`config.mk`:
```
export PLATFORM = sky130hd
export DESIGN_NAME = linear_interp_resampler_core
export DESIGN_NICKNAME = d
export VERILOG_FILES = /design/src/lirs_pkg.sv /design/src/linear_interp_resampler_core.sv
export SDC_FILE = /design/constraint.sdc
export NUM_CORES = 1
export LEC_CHECK = 0
export ABC_AREA = 1
export BUFFER_PORTS_ARGS = -buffer_cell sky130_fd_sc_hd__buf_2
export CELL_PAD_IN_SITES_DETAIL_PLACEMENT = 1
export CELL_PAD_IN_SITES_GLOBAL_PLACEMENT = 1
export CORE_AREA = 2 2 201 352
export DETAILED_ROUTE_END_ITERATION = 6
export DIE_AREA = 0 0 203 354
export GPL_TIMING_DRIVEN = 0
export PLACE_DENSITY_LB_ADDON = 0.1
export SETUP_SLACK_MARGIN = 0.5
export SLEW_MARGIN = 40
export SYNTH_ARGS = -nofsm -noshare
export SYNTH_HDL_FRONTEND = slang
export SYNTH_SLANG_ARGS = --single-unit
```
`constraint.sdc`:
```
create_clock -name clock -period 6.6 [get_ports clock]
set_input_delay 0.33 -clock clock [delete_from_list [all_inputs] [get_ports clock]]
set_output_delay 0.33 -clock clock [all_outputs]
set_load 0.02 [all_outputs]
```
`src/lirs_pkg.sv`:
```
// ----------------------------------------------------------------------------
// lirs_pkg: shared definitions for the linear interpolation resampler
// Defaults for sample and phase widths, output run limit and register map.
// ----------------------------------------------------------------------------
package lirs_pkg;

   localparam int SAMPLE_BITS_DEF = 16;
   localparam int FRAC_BITS_DEF   = 16;

   // outputs per input beat at most
   localparam int MAX_OUT  = 16;
   localparam int CNT_BITS = $clog2(MAX_OUT);

   // integer bits of the read phase above the fraction
   localparam int PHASE_INT_BITS = 5;

   localparam int CSR_ADDR_BITS  = 3;
   localparam int CSR_DATA_BITS  = 32;
   localparam int CSR_INDEX_BITS = 1;

   typedef enum logic [CSR_INDEX_BITS-1:0] {
      REG_STEP_RATIO    = 1'b0,
      REG_OUTPUT_FORMAT = 1'b1
   } csr_reg_type;

   typedef enum logic {
      FMT_SIGNED        = 1'b0,
      FMT_OFFSET_BINARY = 1'b1
   } out_fmt_type;

endpackage

```
`src/linear_interp_resampler_core.sv`:
```
// ----------------------------------------------------------------------------
// linear_interp_resampler_core: streaming linear interpolation resampler
// Interpolates between the previous and current input sample at a Q.FRAC read
// phase, one shared multiplier reused for every output of a run.
// Each result is registered through the multiply, sum and scale states in
// turn; a further result of a run starts once the previous one is taken.
// An input that yields no result is retired in its accept cycle. No new
// input is taken until the last of its N results (N up to 16) is taken.
// Reset: synchronous; step_ratio returns to 1.0, format to signed, phase and
// previous sample to zero. Writing step_ratio also clears phase and sample.
// ----------------------------------------------------------------------------
module linear_interp_resampler_core #(
   parameter int SAMPLE_BITS = lirs_pkg::SAMPLE_BITS_DEF,
   parameter int FRAC_BITS   = lirs_pkg::FRAC_BITS_DEF
) (
   input  logic                                 clock,
   input  logic                                 reset,

   input  logic                                 req_valid,
   output logic                                 req_ready,
   input  logic signed [SAMPLE_BITS-1:0]        req_sample_in,

   output logic                                 rsp_valid,
   input  logic                                 rsp_ready,
   output logic [SAMPLE_BITS-1:0]               rsp_sample_out,
   output logic                                 rsp_last_of_run,

   input  logic                                 csr_psel,
   input  logic                                 csr_penable,
   input  logic                                 csr_pwrite,
   input  logic [lirs_pkg::CSR_ADDR_BITS-1:0]   csr_paddr,
   input  logic [lirs_pkg::CSR_DATA_BITS-1:0]   csr_pwdata,
   output logic [lirs_pkg::CSR_DATA_BITS-1:0]   csr_prdata,
   output logic                                 csr_pready
);
   import lirs_pkg::*;

   localparam int S     = SAMPLE_BITS;
   localparam int F     = FRAC_BITS;
   localparam int PH_W  = F + PHASE_INT_BITS;
   localparam int PN_W  = PH_W + 1;
   localparam int D_W   = S + 1;
   localparam int W_I   = S + F + 2;
   localparam int W_M   = 2 * S + F + 2;
   localparam int SHIFT = S - 1 + F;

   localparam logic [PH_W-1:0] ONE_P   = PH_W'(1) << F;
   localparam logic [PN_W-1:0] ONE_N   = PN_W'(1) << F;
   localparam logic [W_M-1:0]  DENOM   = W_M'(1) << SHIFT;
   localparam logic [W_M-1:0]  ROUND0  = DENOM - W_M'(1);
   localparam logic [W_M-1:0]  BIAS1   = (DENOM << (S - 1)) - DENOM;
   localparam logic [CNT_BITS-1:0] CNT_LAST = CNT_BITS'(MAX_OUT - 1);

   typedef enum logic [2:0] {
      ST_IDLE,
      ST_MUL,
      ST_SUM,
      ST_SCALE,
      ST_OUT
   } state_type;

   state_type                state_ff, state_in;
   logic [PH_W-1:0]          step_ff, step_in;
   out_fmt_type              fmt_ff, fmt_in;
   logic [PH_W-1:0]          phase_ff, phase_in;
   logic signed [S-1:0]      prev_ff, prev_in;
   logic [CNT_BITS-1:0]      cnt_ff, cnt_in;
   logic signed [S-1:0]      cur_ff, cur_in;
   logic signed [D_W-1:0]    diff_ff, diff_in;
   logic signed [W_I-1:0]    prod_ff, prod_in;
   logic signed [W_I-1:0]    interp_ff, interp_in;
   logic [PN_W-1:0]          pnext_ff, pnext_in;
   logic [S-1:0]             out_ff, out_in;
   logic                     last_ff, last_in;

   logic                     csr_wr;
   csr_reg_type              csr_idx;
   logic signed [F:0]        mul_a;
   logic [W_I-1:0]           prev_shift;
   logic [W_M-1:0]           interp_ext;
   logic [W_M-1:0]           corr;
   logic [W_M-1:0]           scaled;

   assign csr_pready = 1'b1;
   assign csr_wr     = csr_psel & csr_penable & csr_pwrite;
   assign csr_idx    = csr_reg_type'(csr_paddr[2]);

   always_comb begin
      case (csr_idx)
         REG_STEP_RATIO:    csr_prdata = CSR_DATA_BITS'(step_ff);
         REG_OUTPUT_FORMAT: csr_prdata = CSR_DATA_BITS'(fmt_ff);
         default:           csr_prdata = '0;
      endcase
   end

   // a register write takes the idle slot, so no input beat is taken with it
   assign req_ready       = (state_ff == ST_IDLE) & ~csr_wr;
   assign rsp_valid       = (state_ff == ST_OUT);
   assign rsp_sample_out  = out_ff;
   assign rsp_last_of_run = last_ff;

   // shared datapath
   assign mul_a      = $signed({1'b0, phase_ff[F-1:0]});
   assign prev_shift = {{2{prev_ff[S-1]}}, prev_ff, {F{1'b0}}};
   assign interp_ext = {{S{interp_ff[W_I-1]}}, interp_ff};
   assign corr       = (fmt_ff == FMT_OFFSET_BINARY) ? BIAS1 :
                       (interp_ff[W_I-1] ? ROUND0 : '0);
   assign scaled     = (interp_ext << (S - 1)) - interp_ext + corr;

   always_comb begin
      state_in  = state_ff;
      step_in   = step_ff;
      fmt_in    = fmt_ff;
      phase_in  = phase_ff;
      prev_in   = prev_ff;
      cnt_in    = cnt_ff;
      cur_in    = cur_ff;
      diff_in   = diff_ff;
      prod_in   = prod_ff;
      interp_in = interp_ff;
      pnext_in  = pnext_ff;
      out_in    = out_ff;
      last_in   = last_ff;

      case (state_ff)
         ST_IDLE: begin
            if (csr_wr) begin
               case (csr_idx)
                  REG_STEP_RATIO: begin
                     step_in  = csr_pwdata[PH_W-1:0];
                     phase_in = '0;
                     prev_in  = '0;
                  end
                  REG_OUTPUT_FORMAT: begin
                     fmt_in = out_fmt_type'(csr_pwdata[0]);
                  end
                  default: begin
                  end
               endcase
            end else if (req_valid) begin
               cur_in  = req_sample_in;
               diff_in = $signed({req_sample_in[S-1], req_sample_in})
                         - $signed({prev_ff[S-1], prev_ff});
               cnt_in  = '0;
               if (|phase_ff[PH_W-1:F]) begin
                  phase_in = phase_ff - ONE_P;
                  prev_in  = req_sample_in;
               end else begin
                  state_in = ST_MUL;
               end
            end
         end
         ST_MUL: begin
            prod_in  = mul_a * diff_ff;
            state_in = ST_SUM;
         end
         ST_SUM: begin
            interp_in = $signed(prev_shift) + prod_ff;
            pnext_in  = {1'b0, phase_ff} + {1'b0, step_ff};
            state_in  = ST_SCALE;
         end
         ST_SCALE: begin
            out_in   = scaled[SHIFT +: S];
            last_in  = (|pnext_ff[PN_W-1:F]) || (cnt_ff == CNT_LAST);
            state_in = ST_OUT;
         end
         ST_OUT: begin
            if (rsp_ready) begin
               cnt_in = cnt_ff + CNT_BITS'(1);
               if (last_ff) begin
                  phase_in = (|pnext_ff[PN_W-1:F]) ? PH_W'(pnext_ff - ONE_N) : '0;
                  prev_in  = cur_ff;
                  state_in = ST_IDLE;
               end else begin
                  phase_in = pnext_ff[PH_W-1:0];
                  state_in = ST_MUL;
               end
            end
         end
         default: begin
            state_in = ST_IDLE;
         end
      endcase
   end

   always_ff @(posedge clock) begin
      if (reset) begin
         state_ff <= ST_IDLE;
         step_ff  <= ONE_P;
         fmt_ff   <= FMT_SIGNED;
         phase_ff <= '0;
         prev_ff  <= '0;
         cnt_ff   <= '0;
      end else begin
         state_ff <= state_in;
         step_ff  <= step_in;
         fmt_ff   <= fmt_in;
         phase_ff <= phase_in;
         prev_ff  <= prev_in;
         cnt_ff   <= cnt_in;
      end
      cur_ff    <= cur_in;
      diff_ff   <= diff_in;
      prod_ff   <= prod_in;
      interp_ff <= interp_in;
      pnext_ff  <= pnext_in;
      out_ff    <= out_in;
      last_ff   <= last_in;
   end

endmodule

```
Word level (Yosys, flattened, before mapping)
Cells that the tools add are included.
- register bits: 206
- latch bits: 0
- RAM bits: 0
- memory bits (read-only): 0
- bits of input ports: 58
- output and inout port bits: 52
- logic and storage cells: 80
- memories: 0
- $add $sub $neg: 8
- $mul: 1
- div/mod/pow operators: 0
- $lt $le $gt $ge: 0
- eq/ne operators: 13
- shifts and indexed selects: 0
- muxes and demuxes: 28
- bitwise operators: 5
- reductions and logical operators: 12
- operators with widths (kind ; number):
    21-bit 2-to-1 mux ; 7
    16-bit 2-to-1 mux ; 6
    32-bit one-hot mux with 2 select lines ; 1
    47-bit by 46-bit adder with 47-bit output ; 1
    47-bit by 34-bit subtractor with 47-bit output ; 1
    46-bit 2-to-1 mux ; 1
    21-bit one-hot mux with 2 select lines ; 1
    21-bit by 17-bit subtractor with 21-bit output (second input constant) ; 2
    32-bit by 34-bit adder with 34-bit output ; 1
    17-bit by 17-bit multiplier with 34-bit output ; 1
    16-bit one-hot mux with 2 select lines ; 1
    31-bit 2-to-1 mux ; 1
    21-bit by 21-bit adder with 22-bit output ; 1
    16-bit by 16-bit subtractor with 17-bit output ; 1
    3-bit one-hot mux with 5 select lines ; 1
    3-bit 2-to-1 mux ; 4
    4-bit 2-to-1 mux ; 3
    3-bit AND reduction ; 3
    4-bit one-hot mux with 2 select lines ; 1
    4-bit AND reduction ; 2
    3-bit by 2-bit == test with 1-bit output (second input constant) ; 2
    2-bit != test (second input constant) ; 3
    3-bit != test (second input constant) ; 2
    6-bit AND reduction ; 1
    15 further kinds ; 19

Depth between registers and ports, before layout
Gate-level depths: netlist of the first run.
- depth in word-level cells: 5
- depth in mapped cells: 27
- depth with buffers taken out: 25

Worst setup path before layout of the first run
No wires, ideal clock.
- kind: flip-flop to flip-flop
- start: register phase_ff[1]
- end: register prod_ff[29] (data pin)
- library setup time: 252 ps
- data arrival time: 5382 ps
- required time: 6348 ps
- setup slack: 965 ps
- stages on the path, launching flop included: 24
- path buffers: 2
- clock period less this slack: 5635 ps
- path through: dfxtp_1 -> clkbuf_1 -> clkbuf_1 -> nand2_1 -> fa_1 -> fa_1 -> inv_1 -> fa_1 -> fa_1 -> fa_1 -> inv_1 -> fa_1 -> inv_1 -> ha_1 -> a21oi_1 -> o21ai_0 -> a21oi_1 -> o21ai_1 -> nand2_1 -> nand2_1 -> nand2_1 -> nand2_1 -> nand2_1 -> nand2_1
- word-level cells in the longest chain between the ends: 1
- RTL lines (element ; line ; source):
    start, declared ; linear_interp_resampler_core.sv:65 ; logic [PH_W-1:0] phase_ff, phase_in;
    start signal, assigned ; linear_interp_resampler_core.sv:198 ; phase_ff <= phase_in;
    17-bit by 17-bit multiplier with 34-bit output ; linear_interp_resampler_core.sv:154 ; prod_in = mul_a * diff_ff;
    end signal, assigned ; linear_interp_resampler_core.sv:204 ; prod_ff <= prod_in;
    end, declared ; linear_interp_resampler_core.sv:70 ; logic signed [W_I-1:0] prod_ff, prod_in;
Every way passes these cells.
A chain may end at the register's enable or synchronous reset.

Worst setup path in the final report of the first run
- start: register phase_ff[15]
- end: register prod_ff[33] (data pin)
Same word-level chain as after synthesis.

==> impl_metrics.py, run 1 <==
metrics = {
    "clocking": {
        "path_clk_slew_ps": 70,
        "htree_num_levels": 1,
        "cts_tree": "yes",
        "clkLatencyLatePin_ps": 570,
        "cts-root-buf": "clkbuf_16",
        "cts_buffers": 22,
        "clock-sinks": 206,
        "clk_path_buf_depth": 3,
    },
    "sta": {
        "fmax_mhz": 166,
        "maxSlewViolCount": 0,
        "layout_min_cycle_time_ps": 6040,
        "rsz0062_at_grt": "yes",
        "slew_headroom_pct": 55.2,
        "period_share_pct": 91.5,
        "worst_hold_slack_ps": 40.0,
        "finClkSkew_ps": 29.0,
        "hold_violations": 0,
        "finalSetupViolCount": 0,
        "worst_pin_slew_ps": 673,
    },
    "die": {
        "ioPinCount": 110,
        "die_x_um": 203,
        "die_h_um": 354,
        "dieArea_um2": 71900,
        "initial_core_util_pct": 34.8,
        "core_um2": 69000,
        "row_count": 128,
    },
    "finish": {
        "n_fill_cell": 8489,
        "area_growth_pct": 13.9,
        "nets": 3775,
        "antenna_cells": 0,
        "drive_gt1_share_pct": 9.21,
        "stdcell_area_um2": 27300,
    },
    "placed_design": {
        "dp_hpwl_mm": 73.0,
        "place_area_um2": 25800,
        "routabilityCongestion": 0.908,
        "io_buffer_count": 84,
    },
    "critical_path": {
        "arrival_ps": 6350,
        "startpoint_type": "flop",
        "crit_type": "flop to flop",
        "path_max_fanout": 10,
        "endpoint": "prod_ff[33]$_DFFE_PP_",
        "regToRegSetupSlack_ps": 560,
        "crit_start": "phase_ff[15]$_SDFFE_PP0P_",
        "end_kind": "flop",
        "critPathRequiredTime_ps": 6910,
        "rr_endpoint": "prod_ff[33]$_DFFE_PP_",
        "reg2reg_depth": 20,
        "r2r_start": "phase_ff[15]$_SDFFE_PP0P_",
    },
    "power": {
        "peakVddDrop_mv": 0.193,
        "p_leak_nw": 14.5,
        "power_density_nw_per_um2": 346,
    },
    "yosys": {
        "ys_ff_latch": 206,
        "yosysSeqAreaShare_pct": 23.0,
        "ys_types": 48,
        "synthArstFlopShare_pct": 0,
        "yosys_most_used_dff": "edfxtp_1",
        "yosysWarnings": 0,
        "synth_edf_count": 140,
        "avgSynthCellArea_um2": 7.82,
        "synthCells": 3070,
        "synth_area_um2": 24000,
    },
    "global_route": {
        "grt_usage_pct": 24.2,
        "grt_pass1_wl_mm": 132,
        "antenna_found_initial": 0,
        "grt-ovfl-total": 0,
        "grt_pass1_vias": 23100,
        "grt_max_degree": 19,
    },
    "route": {
        "via_count": 20300,
        "drc": 0,
        "routed_wirelength_mm": 85.1,
        "routedWlPerCell_um": 20.5,
        "via_per_inst": 4.89,
        "drtIter0Drc": 640,
        "first_pass_iters": 5,
        "drtAntennaViolNets": 0,
    },
    "flow_run": {
        "drv_cap": 0,
    },
    "outcome": {
        "status": "finished, final reports clean",
    },
    "min_path": {
        "min-delay-path-class": "input pin to flop",
    },
}
-- how the worst min path moves through the flow --
stage | from | endpoint | slack [ps] | cells after the start
after detailed placement | prod_ff[2]$_DFFE_PP_ | interp_ff[2]$_DFFE_PP_ | 410 | 0
after floorplan | reset | phase_ff[20]$_SDFFE_PP0P_ | 400 | 1
after global routing | reset | phase_ff[20]$_SDFFE_PP0P_ | 40 | 2
after CTS | reset | phase_ff[20]$_SDFFE_PP0P_ | 4 | 2
final | reset | phase_ff[20]$_SDFFE_PP0P_ | 40 | 2
after global placement | prod_ff[3]$_DFFE_PP_ | interp_ff[3]$_DFFE_PP_ | 400 | 0
-- per-stage QoR --
step	total power, mW	instances	TNS (ps)	utilization [%]	setup WS, ps
6_report	9.45	4155	0	39.6	559
5_1_grt	10.3	4155	0	39.6	425
4_1_cts	9.53	4151	0	39.3	503
3_5_place_dp	7.99	4090	-5180	37.4	-546
3_3_place_gp	7.89	4074	-17870	37.1	-669
2_1_floorplan	5.92	3080	0	-	965
-- per-layer routing --
| layer | part of all wire [%] | vias up | GRT usage, % |
|---|---|---|---|
| li1 | - | 9794 | - |
| met1 | 35 | 10100 | 23.6 |
| met2 | 58 | 282 | 50.4 |
| met3 | 2.0 | 142 | 1.16 |
| met4 | 5.3 | 0 | 11.4 |
| met5 | 0 | - | 0 |
-- Yosys cell counts, drive strengths merged (4+ instances only) --
master / count / area share [%]
inv: 750 / 12
nand2: 647 / 10
ha: 245 / 13
fa: 243 / 20
a21oi: 208 / 4.3
nor2: 197 / 3.3
o21ai: 142 / 3.0
edfxtp: 140 / 18
nand3: 83 / 1.8
clkbuf: 77 / 1.2
dfxtp: 66 / 5.5
xor2: 56 / 2.0
nor3: 36 / 0.75
nand4: 26 / 0.68
xnor2: 23 / 0.84
buf: 21 / 0.64
a21o: 16 / 0.50
o21bai: 16 / 0.50
a22o: 14 / 0.51
nor4: 9 / 0.23
o211ai: 9 / 0.28
o21a: 7 / 0.22
or2: 7 / 0.18
nand3b: 6 / 0.19
a21boi: 5 / 0.16
a31oi: 5 / 0.13
and2: 4 / 0.10
-- worst max-delay path, cell delays in order, from the launching register on --
cell and delay, ps:
dfxtp_1 340, clkbuf_4 290, clkbuf_4 340, nand2_1 200
fa_1 520, inv_1 40, ha_1 320, fa_1 530
fa_1 450, fa_1 550, inv_1 60, fa_1 530
inv_1 60, ha_2 360, nand2_2 100, o21ai_0 480
a21oi_2 150, nor2_1 140, nor2_1 70, nand2_1 140
xor2_1 90
-- cell type report --
cell class	instances	area, µm²	share of cell area, %
Buffer	98	825	3.02
Clock buffer	26	566	2.07
Clock inverter	14	228	0.833
Inverter	750	2820	10.3
Multi-Input combinational cell	2026	15400	56.5
Sequential cell	206	5530	20.2
Tap cell	910	1140	4.17
Timing Repair Buffer	125	805	2.94
-- repair_timing --
action | in CTS | in global routing
pin swaps | 1 | 4
cloned | 0 | 0
setup endpoints to repair | 21 | 16
hold endpoints to repair | 18 | 0
hold buffers | 18 | 0
buffers inserted | 3 | 3
gates resized for setup | 129 | 83
-- flip-flops by register name, summed over array words and instances, names as in the netlist, 16 cells and up --
signal / flops
pnext_ff: 22
interp_ff: 34
step_ff: 21
diff_ff: 17
phase_ff: 21
prev_ff: 16
prod_ff: 34
cur_ff: 16
rsp_sample_out: 16
-- cell families (layout without fill, tap and decap cells) --
| group | count (synthesis) | in the layout | share of synthesized area (%) |
|---|---|---|---|
| xor+xnor | 79 | 79 | 2.88 |
| compound gates | 432 | 432 | 10.0 |
| buf+inv | 848 | 1013 | 13.6 |
| other cells | 2 | 12 | 0.0313 |
| fa+ha+maj | 488 | 488 | 33.0 |
| flops | 206 | 206 | 23.0 |
| simple gates | 1015 | 1015 | 17.4 |
-- power by group --
part	internal, mW	total [mW]	switching, mW
clock	0.792	1.39	0.603
sequential	1.91	2.13	0.215
combinational	1.92	5.93	4.01
total	4.62	9.45	4.83
-- layout by cell type, fill, tap and decap left out, types with 35 or more instances in the layout --
cell type and n:
a21oi_1 200, nor2_1 181, xor2_1 56, o21ai_0 119, nand2_1 635, dfxtp_1 66, buf_4 35, fa_1 243
edfxtp_1 140, ha_1 237, buf_2 100, nand3_1 80, inv_1 740
No activity file was read; power rests on OpenSTA's default activity.
==> run 2, diff against run 1 <==
- CORE_AREA: 2 2 201 352 -> 2 2 238 415
- DIE_AREA: 0 0 203 354 -> 0 0 240 417
==> impl_metrics.py, run 2 (synthesis results as in run 1) <==
metrics = {
    "placed_design": {
        "io_buffer_count": 84,
        "dp_hpwl_mm": 83.9,
        "routabilityCongestion": 0.898,
        "place_area_um2": 26300,
    },
    "critical_path": {
        "cpMaxStageDelayCell": "fa_2",
        "endpoint": "prod_ff[27]$_DFFE_PP_",
        "path_max_fanout": 10,
        "startpoint_type": "flop",
        "critPathBufInv": 7,
        "end_kind": "flop",
        "rr_endpoint": "prod_ff[27]$_DFFE_PP_",
        "crit_start": "diff_ff[7]$_DFFE_PP_",
        "arrival_ps": 6170,
        "crit_chain": "buf_8 -> buf_8 -> nand2_1 -> inv_1 -> fa_1 -> inv_1 -> fa_1 -> fa_1 -> inv_1 -> fa_1 -> fa_1 -> inv_1 -> fa_2 -> inv_1 -> ha_4 -> nand4_1 -> nor2_2 -> nand4_1 -> nand3_4 -> a21oi_2 -> xor2_1",
        "regToRegSetupSlack_ps": 700,
        "crit_cells": 21,
        "crit_type": "flop to flop",
        "critPathRequiredTime_ps": 6870,
        "r2r_start": "diff_ff[7]$_DFFE_PP_",
        "reg2reg_depth": 21,
        "crit_family": "adder cells",
        "critPathMaxStageDelay_ps": 590,
    },
    "min_path": {
        "min-delay-path-class": "input pin to flop",
    },
    "global_route": {
        "antenna_found_initial": 0,
        "grt_usage_pct": 19.6,
        "grt_pass1_vias": 22700,
        "grt_max_degree": 19,
        "grt_pass1_wl_mm": 144,
        "grt-ovfl-total": 0,
    },
    "flow_run": {
        "drv_cap": 0,
    },
    "finish": {
        "regArea_um2": 5530,
        "final_util_pct": 28.9,
        "area_growth_pct": 16.5,
        "nets": 3766,
        "multi_input_area_um2": 15600,
        "antenna_cells": 0,
        "drive_gt1_share_pct": 10.4,
        "mostFrequentLayoutCells": "inv_1, nand2_1, fa_1, ha_1, a21oi_1",
        "top_regs": "interp_ff x34, prod_ff x34, pnext_ff x22",
        "layout_commonest_cell": "inv_1",
        "n_fill_cell": 11600,
        "stdcell_area_um2": 28000,
    },
    "clocking": {
        "clk_path_buf_depth": 3,
        "cts_tree": "yes",
        "path_clk_slew_ps": 80,
        "clkLatencyLatePin_ps": 540,
        "cts-root-buf": "clkbuf_16",
        "cts_buffers": 21,
        "htree_num_levels": 1,
        "clock-sinks": 206,
    },
    "sta": {
        "layout_min_cycle_time_ps": 5900,
        "hold_violations": 0,
        "rsz0062_at_grt": "yes",
        "maxSlewViolCount": 0,
        "finalSetupViolCount": 0,
        "worst_pin_slew_ps": 907,
        "slew_headroom_pct": 39.0,
        "worst_hold_slack_ps": 34.9,
        "fmax_mhz": 169,
        "finClkSkew_ps": 18.5,
        "period_share_pct": 89.4,
    },
    "power": {
        "power_density_nw_per_um2": 349,
        "peakVddDrop_mv": 0.188,
        "p_leak_nw": 14.5,
    },
    "die": {
        "die_h_um": 417,
        "initial_core_util_pct": 24.8,
        "ioPinCount": 110,
        "dieArea_um2": 100000,
        "die_x_um": 240,
        "core_um2": 96700,
        "row_count": 151,
    },
    "route": {
        "drc": 1,
        "routedWlPerCell_um": 21.3,
        "drtAntennaViolNets": 0,
        "routed_wirelength_mm": 96.4,
        "drtIter0Drc": 579,
        "first_pass_iters": 7,
        "via_count": 20100,
        "via_per_inst": 4.44,
    },
    "outcome": {
        "status": "complete, but fails checks",
        "violations": "design-rule violations",
    },
}
run 2: cell types whose count changed in the layout (fill, tap and decap cells not counted), sizes merged:
cell / change
buf: +19
inv: -3
clkinv: +3
dlygate4sd3: -16
bufinv: -1
clkbuf: -13
run 2: through the flow:
step / instances / TNS [ps] / worst slack [ps] / total power, mW
2_1_floorplan: 3080 / 0 / 965 / 5.92
3_3_place_gp: 4464 / -47300 / -1060 / 8.24
3_5_place_dp: 4482 / -10340 / -877 / 8.32
4_1_cts: 4523 / 0 / 473 / 9.84
5_1_grt: 4534 / 0 / 427 / 10.6
6_report: 4534 / 0 / 698 / 9.76
run 2: worst min-delay path by stage:
| stage | slack (ps) | startpoint | end | cells past startpoint |
|---|---|---|---|---|
| CTS | 20 | reset | phase_ff[20]$_SDFFE_PP0P_ | 2 |
| finish | 30 | reset | phase_ff[20]$_SDFFE_PP0P_ | 2 |
| detailed placement | 410 | prod_ff[1]$_DFFE_PP_ | interp_ff[1]$_DFFE_PP_ | 0 |
| global route | 40 | req_sample_in[12] | cur_ff[12]$_DFFE_PP_ | 1 |
| global placement | 410 | prod_ff[4]$_DFFE_PP_ | interp_ff[4]$_DFFE_PP_ | 0 |
| floorplan | 400 | reset | phase_ff[20]$_SDFFE_PP0P_ | 1 |
run 2: layout make-up:
| class | count | share of cell area [%] |
|---|---|---|
| Timing Repair Buffer | 117 | 2.57 |
| Buffer | 98 | 3.40 |
| Multi-Input combinational cell | 2026 | 55.9 |
| Clock inverter | 13 | 0.577 |
| Clock buffer | 24 | 1.92 |
| Tap cell | 1300 | 5.82 |
| Inverter | 750 | 10.1 |
| Sequential cell | 206 | 19.8 |
run 2: layer usage:
metal	GRT usage (%)	wire length [µm]	up-vias	part of all wire [%]
met1	19.3	33900	9988	35
met2	40.5	55400	245	57
met5	0	0	-	0
li1	-	-	9760	-
met3	0.853	1290	128	1.3
met4	9.53	5840	0	6.1
run 2: timing repair:
item / 4_1_cts / 5_1_grt
endpoints found under the hold margin: 2 / 0
hold buffers: 2 / 0
endpoints found under the setup margin: 24 / 18
setup buffers: 2 / 10
gates resized for setup: 179 / 105
pin swaps: 11 / 26
run 2: worst register-to-register path, stage by stage, from the launching register on:
cell and delay, ps:
edfxtp_1 420, buf_8 170, buf_8 160, nand2_1 70, inv_1 50, fa_1 560
inv_1 80, fa_1 510, fa_1 530, inv_1 50, fa_1 490, fa_1 560
inv_1 50, fa_2 590, inv_1 100, ha_4 330, nand4_1 150, nor2_2 150
nand4_1 170, nand3_4 170, a21oi_2 70, xor2_1 190
run 2: power breakdown:
part / internal (mW) / switching, mW
clock network: 0.710 / 0.573
registers: 1.91 / 0.233
logic: 2.04 / 4.29
==> run 3, diff against run 2 <==
- MAX_ROUTING_LAYER: unset -> met4
==> impl_metrics.py, run 3 (synthesis results as in run 1) <==
metrics = {
    "finish": {
        "final_cells": 4535,
        "mostFrequentLayoutCells": "inv_1, nand2_1, fa_1",
        "area_growth_pct": 16.4,
        "layout_commonest_cell": "inv_1",
        "nets": 3764,
        "drive_gt1_share_pct": 10.3,
        "stdcell_area_um2": 27900,
        "final_util_pct": 28.9,
        "top_regs": "interp_ff x34, prod_ff x34, pnext_ff x22",
        "n_fill_cell": 11600,
    },
    "route": {
        "drc": 0,
        "drtIter0Drc": 664,
        "drtAntennaViolNets": 0,
        "via_count": 20200,
        "routed_wirelength_mm": 96.5,
        "via_per_inst": 4.45,
        "routedWlPerCell_um": 21.3,
        "first_pass_iters": 4,
    },
    "die": {
        "initial_core_util_pct": 24.8,
        "die_h_um": 417,
        "row_count": 151,
        "dieArea_um2": 100000,
        "core_um2": 96700,
        "die_x_um": 240,
        "ioPinCount": 110,
    },
    "power": {
        "finalPower_mw": 9.79,
        "intPower_mw": 4.68,
        "power_density_nw_per_um2": 350,
        "p_switching_mw": 5.11,
        "sw_frac_of_total_pct": 52.2,
        "power.share.clock_pct": 13.8,
        "peakVddDrop_mv": 0.171,
        "comb_power_share_pct": 64.3,
        "p_leak_nw": 14.5,
        "power_frac_seq_pct": 21.9,
    },
    "critical_path": {
        "reg2reg_depth": 22,
        "endpoint": "prod_ff[27]$_DFFE_PP_",
        "path_max_fanout": 10,
        "startpoint_type": "flop",
        "crit_start": "diff_ff[12]$_DFFE_PP_",
        "regToRegSetupSlack_ps": 640,
        "critPathRequiredTime_ps": 6940,
        "arrival_ps": 6300,
        "r2r_start": "diff_ff[12]$_DFFE_PP_",
        "rr_endpoint": "prod_ff[27]$_DFFE_PP_",
        "end_kind": "flop",
        "crit_type": "flop to flop",
    },
    "clocking": {
        "clock-sinks": 206,
        "clkLatencyLatePin_ps": 550,
        "cts-root-buf": "clkbuf_16",
        "cts_buffers": 22,
        "clk_path_buf_depth": 3,
        "path_clk_slew_ps": 70,
        "cts_tree": "yes",
        "htree_num_levels": 1,
    },
    "sta": {
        "finClkSkew_ps": 19.0,
        "fmax_mhz": 168,
        "rsz0062_at_grt": "no",
        "hold_violations": 0,
        "period_share_pct": 90.3,
        "setup_tns_ps": 0,
        "maxSlewViolCount": 0,
        "layout_min_cycle_time_ps": 5960,
        "finalSetupViolCount": 0,
        "slew_headroom_pct": 42.3,
        "worst_pin_slew_ps": 857,
        "worst_hold_slack_ps": 36.2,
        "setup_slack_ps": 641,
    },
    "global_route": {
        "antenna_found_initial": 1,
        "grt_pass1_vias": 22900,
        "grt-ovfl-total": 0,
        "grt_max_degree": 19,
        "grt_usage_pct": 20.2,
        "grt_pass1_wl_mm": 144,
    },
    "placed_design": {
        "dp_cells": 4482,
        "place_area_um2": 26300,
        "dp_hpwl_mm": 83.9,
        "place_ws_ps": -920,
        "routabilityCongestion": 0.912,
        "io_buffer_count": 84,
    },
    "flow_run": {
        "drv_cap": 0,
    },
    "outcome": {
        "status": "finished, final reports clean",
    },
    "min_path": {
        "min-delay-path-class": "input pin to flop",
    },
}
## run 3: changes by cell type in the layout (fill, tap and decap cells not counted), moves of 2 or more
cell	change
buf_12	-5
a21oi_2	-4
clkinv_2	+2
clkinvlp_4	-2
clkbuf_1	-2
fa_2	-2
clkbuf_16	+6
buf_4	-3
bufinv_16	-2
clkbuf_8	+3
a21oi_1	+3
fa_1	+2
## run 3: power by group through the flow
stage	combinational (mW)	sequential (mW)	clock, mW
floorplan	3.84	2.08	0
global placement	6.03	2.22	0
detailed placement	6.14	2.18	0
global route	7.01	2.17	1.44
CTS	6.36	2.15	1.41
finish	6.30	2.14	1.35
## run 3: worst max-delay path, stage by stage (launching register included)
cell and delay, ps:
edfxtp_1 380, buf_4 220, clkbuf_8 190, nand2_1 70, inv_1 50, fa_1 490
inv_1 50, fa_1 470, inv_1 60, fa_1 520, fa_1 530, fa_1 540
inv_1 60, fa_2 620, inv_1 90, ha_4 300, buf_4 150, nand4_1 130
nor2_2 150, nand4_1 150, nand3_4 160, a21oi_2 70, xor2_1 260
## run 3: cell type report
cell class | instances | area (µm²) | area share, %
Antenna cell | 1 | 2.50 | 0.00896
Multi-Input combinational cell | 2026 | 15600 | 55.8
Buffer | 98 | 930 | 3.33
Clock buffer | 28 | 668 | 2.39
Timing Repair Buffer | 114 | 674 | 2.41
Sequential cell | 206 | 5530 | 19.8
Clock inverter | 12 | 92.6 | 0.331
Tap cell | 1300 | 1630 | 5.82
Inverter | 750 | 2820 | 10.1
## run 3: how the worst min path moves through the flow
stage	startpoint	to	slack [ps]	cells after the start
after floorplan	reset	phase_ff[20]$_SDFFE_PP0P_	400	1
after global placement	prod_ff[6]$_DFFE_PP_	interp_ff[6]$_DFFE_PP_	400	0
after detailed placement	prod_ff[6]$_DFFE_PP_	interp_ff[6]$_DFFE_PP_	410	0
after CTS	reset	phase_ff[20]$_SDFFE_PP0P_	4	2
after global routing	reset	phase_ff[20]$_SDFFE_PP0P_	30	2
final	csr_pwdata[0]	step_ff[0]$_SDFFE_PP0P_	40	3
## run 3: repair_timing
| action | CTS | global route |
|---|---|---|
| cloned | 0 | 0 |
| setup buffers | 3 | 6 |
| endpoints found under the hold margin | 3 | 0 |
| setup endpoints to repair | 24 | 18 |
| hold buffers | 3 | 0 |
| resized for setup | 179 | 88 |
| pin swaps | 5 | 26 |
## run 3: routing by layer
| layer | vias up | GRT usage, % | wire, µm |
|---|---|---|---|
| li1 | 9756 | - | - |
| met1 | 10000 | 18.9 | 33500 |
| met2 | 270 | 41.1 | 56500 |
| met3 | 139 | 1.10 | 1570 |
| met4 | 0 | 8.89 | 4920 |
| met5 | - | - | 0 |
